<file path="config.mk">
export PLATFORM = sky130hd
export DESIGN_NAME = tccb_ctrl
export DESIGN_NICKNAME = d
export VERILOG_FILES = /design/src/rtl/tccb_pkg.sv /design/src/rtl/tccb_ctrl.sv
export SDC_FILE = /design/constraint.sdc
export NUM_CORES = 1
export LEC_CHECK = 0
export BUFFER_PORTS_ARGS = -buffer_cell sky130_fd_sc_hd__clkbuf_2
export CAP_MARGIN = 40
export CORE_AREA = 3 3 40 42
export CTS_BUF_LIST = sky130_fd_sc_hd__clkbuf_4 sky130_fd_sc_hd__clkbuf_8
export DETAILED_ROUTE_END_ITERATION = 12
export DIE_AREA = 0 0 43 45
export HOLD_SLACK_MARGIN = 0.12
export PLACE_DENSITY = 0.47
export REMOVE_ABC_BUFFERS = 1
export SYNTH_ARGS = -nofsm -noshare
export SYNTH_HDL_FRONTEND = slang
export SYNTH_SLANG_ARGS = --single-unit
</file>
<file path="constraint.sdc">
create_clock -name clk -period 1.25 [get_ports clk]
set_clock_uncertainty 0.05 [all_clocks]
set_input_delay 0.25 -clock clk [delete_from_list [all_inputs] [get_ports clk]]
set_output_delay 0.25 -clock clk [all_outputs]
set_load 0.02 [all_outputs]
</file>
<file path="src/rtl/tccb_pkg.sv">
// ----------------------------------------------------------------------------
// Text console cell buffer package
// Shared constants, event codes, controller states and command structs.
// ----------------------------------------------------------------------------
`default_nettype none

package tccb_pkg;

    localparam int ROWS_DEF    = 25;
    localparam int COLS_DEF    = 80;

    localparam int CHAR_W      = 8;
    localparam int ROW_FIELD_W = 5;
    localparam int COL_FIELD_W = 7;
    localparam int EV_W        = 3;
    localparam int S_TDATA_W   = 24;
    localparam int M_TDATA_W   = 32;

    localparam logic [CHAR_W-1:0] NEWLINE_CODE = 8'd10;
    localparam logic [CHAR_W-1:0] NUL_CODE     = 8'd0;

    typedef enum logic [EV_W-1:0] {
        EV_IGNORED  = 3'd0,
        EV_STORED   = 3'd1,
        EV_NEWLINE  = 3'd2,
        EV_SCROLLED = 3'd3,
        EV_READ     = 3'd4
    } event_t;

    typedef enum logic [2:0] {
        ST_INIT_CLEAR,
        ST_IDLE,
        ST_EXEC,
        ST_READ_WAIT,
        ST_SCROLL_CLEAR
    } state_t;

    // Commands from the controller to the datapath.
    typedef struct packed {
        logic cap_in;
        logic do_put;
        logic rd_issue;
        logic load_rd;
        logic clr_init;
        logic clr_scroll;
    } tccb_cmd_t;

    // Status from the datapath to the controller.
    typedef struct packed {
        logic is_read;
        logic is_scroll;
        logic init_last;
        logic scroll_last;
    } tccb_stat_t;

endpackage

`default_nettype wire

</file>
<file path="src/rtl/tccb_ctrl.sv">
// ----------------------------------------------------------------------------
// Text console cell buffer controller
// Sequences clearing passes, item execution and the result handshake.
// ----------------------------------------------------------------------------
`default_nettype none

module tccb_ctrl import tccb_pkg::*; (
    input  wire logic       clk,
    input  wire logic       rst_n,
    input  wire logic       s_tvalid,
    output logic            s_tready,
    output logic            m_tvalid,
    input  wire logic       m_tready,
    output tccb_cmd_t       cmd,
    input  wire tccb_stat_t stat
);

    state_t state_reg, state_next;
    logic   out_valid_reg, out_valid_next;
    logic   out_free;

    // The result register can take a new result when empty or being drained.
    assign out_free = !out_valid_reg || m_tready;

    always_ff @(posedge clk or negedge rst_n)
    begin
        if (!rst_n)
        begin
            state_reg     <= ST_INIT_CLEAR;
            out_valid_reg <= 1'b0;
        end
        else
        begin
            state_reg     <= state_next;
            out_valid_reg <= out_valid_next;
        end
    end

    always_comb
    begin
        state_next     = state_reg;
        cmd            = '0;
        s_tready       = 1'b0;
        out_valid_next = out_valid_reg && !m_tready;
        case (state_reg)
            ST_INIT_CLEAR:
            begin
                cmd.clr_init = 1'b1;
                if (stat.init_last)
                begin
                    state_next = ST_IDLE;
                end
            end
            ST_IDLE:
            begin
                s_tready   = 1'b1;
                cmd.cap_in = s_tvalid;
                if (s_tvalid)
                begin
                    state_next = ST_EXEC;
                end
            end
            ST_EXEC:
            begin
                if (stat.is_read)
                begin
                    cmd.rd_issue = 1'b1;
                    state_next   = ST_READ_WAIT;
                end
                else if (out_free)
                begin
                    cmd.do_put     = 1'b1;
                    out_valid_next = 1'b1;
                    state_next     = stat.is_scroll ? ST_SCROLL_CLEAR : ST_IDLE;
                end
            end
            ST_READ_WAIT:
            begin
                if (out_free)
                begin
                    cmd.load_rd    = 1'b1;
                    out_valid_next = 1'b1;
                    state_next     = ST_IDLE;
                end
            end
            ST_SCROLL_CLEAR:
            begin
                cmd.clr_scroll = 1'b1;
                if (stat.scroll_last)
                begin
                    state_next = ST_IDLE;
                end
            end
            default:
            begin
                state_next = ST_IDLE;
            end
        endcase
    end

    assign m_tvalid = out_valid_reg;

endmodule

`default_nettype wire

</file>
# Word level (Yosys, flattened, before mapping)
# Cells that the tools add are included.
[totals] regBits=4 inputBits=8 out_inout_bits=8 word_cells=37
[op_classes] eq_ne=9 n_mux=20 n_reduce_logical=6
[ops] op="two-way mux 3 bit" n=7
[ops] op="one-hot mux 3 bit (5 select lines)" n=1
[ops] op="two-way mux 1 bit" n=10
[ops] op="inequality test 2 bit (second input constant)" n=4
[ops] op="== test 3 x 2 -> 1 bit (second input constant)" n=2
[ops] op="AND reduction 5 bit" n=1
[ops] op="== test 3 x 1 -> 1 bit (second input constant)" n=1
[ops] op="== test 3 bit (second input constant)" n=1
[ops] op="logical NOT 3 bit" n=1
[ops] op="inequality test 3 bit (second input constant)" n=1
[ops] op="logical NOT 1 bit" n=2
[ops] op="two-way mux 2 bit" n=1
[ops] op="one-hot mux 1 bit (2 select lines)" n=1
[ops] op="logical AND 1 bit" n=1
[ops] op="logical OR 1 bit" n=1

# Longest topological paths before layout
[depth] word_depth=5 depth_mapped=4 depth_no_buf=3

# Least setup slack after synthesis
# Ideal clock, no wire load.
[synth_timing] kind="register -> output" startpoint="reg out_valid_reg, in the netlist m_tvalid" endpoint="out cmd[2] in the netlist's numbering" arrival_ns=1.193 t_required_ns=0.950 slack_ns=-0.243 stages_incl_launch_ff=3 path_buffers=0 path_cell_list="dfrtp_1 -> nor2b_1 -> nor3b_1"
[synth_rtl] element="start, declared" line="tccb_ctrl.sv:19" source="logic out_valid_reg, out_valid_next;"
[synth_rtl] element="start signal, assigned" line="tccb_ctrl.sv:35" source="out_valid_reg <= out_valid_next;"
[synth_rtl] element="end, declared" line="tccb_ctrl.sv:14" source="output tccb_cmd_t cmd,"

==> impl_results.md <==
- Outcome: finished, violations left
- Violated checks: setup timing
- Leading cell type in the layout, fill and taps excluded: buf_4
- Area grow syn2layout: 99.5%
- Routed wire length: 844 µm
- Seq/Total Area, Yosys: 36.4%
- First-pass GRT wire length: 1280 µm
- Data required, critical path: 950 ps
- RSZ-0062 raised after global routing: true
- Relative slew slack: 84.9%
- IO Count: 16
- Met1 wire length: 320 µm
- DRT Pass-1 Iters: 1
- DR iter-0 viols: 0
- HP Class: in -> reg
- Mapped cell area: 275 µm²
- Remaining global-route overflow: 0
- Initial Util: 21.4%
- Clock transition at path regs: 40 ps
- Pwr per Cell Area: 2370 mW/mm²
- Final min period: 1520 ps
- Clock root buffer: clkbuf_4
- Adder-cell share of the synthesized area: 0%
- Crit Path Max Fanout: 4
- CTS tree: yes
- Static Leak: 0.000277 µW
- Combinational family with the most area after synthesis: simple AND/OR/NAND/NOR gates
- Via count of the routed design: 315
- Post-DR wirelength/cell: 11.9 µm
- Top Layer Used: met4
- Die Footprint: 0.00194 mm²
- Worst skew pair latency: 240 ps
- Synth area leader: dfrtp_1
- Chip width: 43 µm
- Clock Path Buffers: 2
- Final period util: 121%
- Largest net degree at the start of global routing: 7
- Sum of net half-perimeters after detailed placement: 606 µm
- F_max: 0.659 GHz
- DR WL met3: 71 µm
- Num rows: 13
- Pre-CTS setup slack: -64.3 ps
- Final setup fails: 9
- Worst Path Arrival: 1220 ps
- Slew Viols, Final: 0
- Core area: 0.00128 mm²
- CTS sink cnt: 4
- Type of the worst setup path: reg -> out
- Aggregate global-route resource usage: 9.85%
- CTS Buf Count: 3
- Post-synth top area share: 36.4%
- Complex-gate fraction of the synthesized area: 14.5%
- Worst Tran Pin Value: 225 ps
- Diode count: 0
- Total power: 1300 µW
- Vias in the first global route: 316
- Maxcap violations: 0
- # port buffers: 15
- Routability cong.: 0.662
- Most frequent cells in the layout: buf_4 (12), clkbuf_2 (8), buf_6 (5), nor3_1 (3), clkbuf_4 (3)
- Mux share of post-synthesis cell area: 0%
- Final nets: 66
- Critical Path End Type: output pin
- Peak VDD IR: 0.00115 V
- Final Hold Fails: 0
- Dpl cell area: 424 µm²
- FILL cells: 137
- Avg Cell Area, Syn: 9.83 µm²
- Met2 routed WL: 440 µm
- Drt via density: 4.44
- Initial antenna violation count: 0
- Synthesis-stage register bit count: 4
- Die Span Y: 45 µm
- Post-Synth Simple-Gate Area: 45.9%
- Detail Route Antenna Nets: 0
- Final cell count without fillers: 71
- Drt drc: 0
- Startpoint types: flip-flop
- Placed Instances: 65
- Final instance area: 549 µm²
- Depth of the CTS H-tree: 1
- Final worst setup slack: -269 ps
- Ys Warns: 0
- Top cells by area, synth: dfrtp_1 (36%), nor4_4 (7.7%), nor3_1 (5.5%), a221oi_2 (5.5%), nand2b_1 (4.5%)
- Fraction of layout cells with a size suffix above 1: 73.2%
- Unique cell type count in the Yosys netlist: 20
- Xor/xnor share of the synthesized area: 0%
- Cells after Synth: 28
- Max FFs per register: 3
[what timing repair did]
action	in CTS	in global routing
buffers inserted	1	1
pin swaps	1	4
setup endpoints to repair	7	8
endpoints found under the hold margin	4	0
resized for setup	12	20
hold buffers	1	0
[report_power, final]
part	internal [µW]	switching, µW	leakage, µW
logic	470	382	0.000217
registers	190	93.8	0.0000458
clock network	108	57.3	0.0000138
total	768	533	0.000277
[kinds of logic (layout without fill, tap and decap cells)]
kind of cell / after synthesis / after routing
flip-flops: 4 / 4
buffers and inverters: 2 / 30
AND/OR/NAND/NOR: 17 / 17
AO/OA/AOI/OAI: 5 / 5
[through the flow]
stage | hold WS (ps) | TNS [ps] | util [%]
5_1_grt | 217 | -2020 | 42.7
6_report | 211 | -1510 | 42.7
3_3_place_gp | 11.9 | -144 | 33.0
3_5_place_dp | 12.7 | -151 | 33.0
2_1_floorplan | -95.6 | -285 | -
4_1_cts | 203 | -1790 | 38.5
[final timing paths]
| path | cells after the start | from | end | slack (ps) |
|---|---|---|---|---|
| max | 3 | state_reg[2]$_DFFE_PN0P_ | cmd[4] | -270 |
| min | 2 | stat[2] | state_reg[2]$_DFFE_PN0P_ | 210 |
| max reg2reg | 5 | state_reg[0]$_DFFE_PN0P_ | state_reg[0]$_DFFE_PN0P_ | -40 |
| min reg2reg | 2 | state_reg[2]$_DFFE_PN0P_ | state_reg[1]$_DFFE_PN0P_ | 520 |
| max in group asynchronous | 2 | rst_n | state_reg[0]$_DFFE_PN0P_ | 710 |
| min in group asynchronous | 2 | rst_n | m_tvalid$_DFF_PN0_ | 300 |
[worst max-delay path, cell delays in order (launching register included)]
cell      delay, ps
dfrtp_1         390
nand2b_4        170
nor4_4          240
buf_4           190
[layout make-up]
type | instances | area, µm² | share of cell area [%]
flip-flops and latches | 4 | 103 | 18.7
repair buffers | 26 | 196 | 35.8
inverters | 1 | 3.75 | 0.683
clock buffers | 3 | 22.5 | 4.10
well taps | 15 | 18.8 | 3.42
multi-input cells | 22 | 205 | 37.4
[layer usage]
| metal | up-vias | GRT usage (%) |
|---|---|---|
| met5 | - | 0 |
| met4 | 0 | 5.42 |
| met3 | 2 | 5.98 |
| met2 | 16 | 15.0 |
| met1 | 141 | 10.7 |
| li1 | 156 | - |
[synthesized netlist by cell type, drive strengths merged]
library cell,count
nor2,1
buf,1
nor4,1
nand2,1
and2b,2
a21o,1
inv,1
and3,1
nor2b,2
and2,1
a221oi,1
o21ai,2
nand2b,3
nor3b,2
a211oi,1
dfrtp,4
nor3,3
Note: power is estimated with default switching activity, not from simulation.
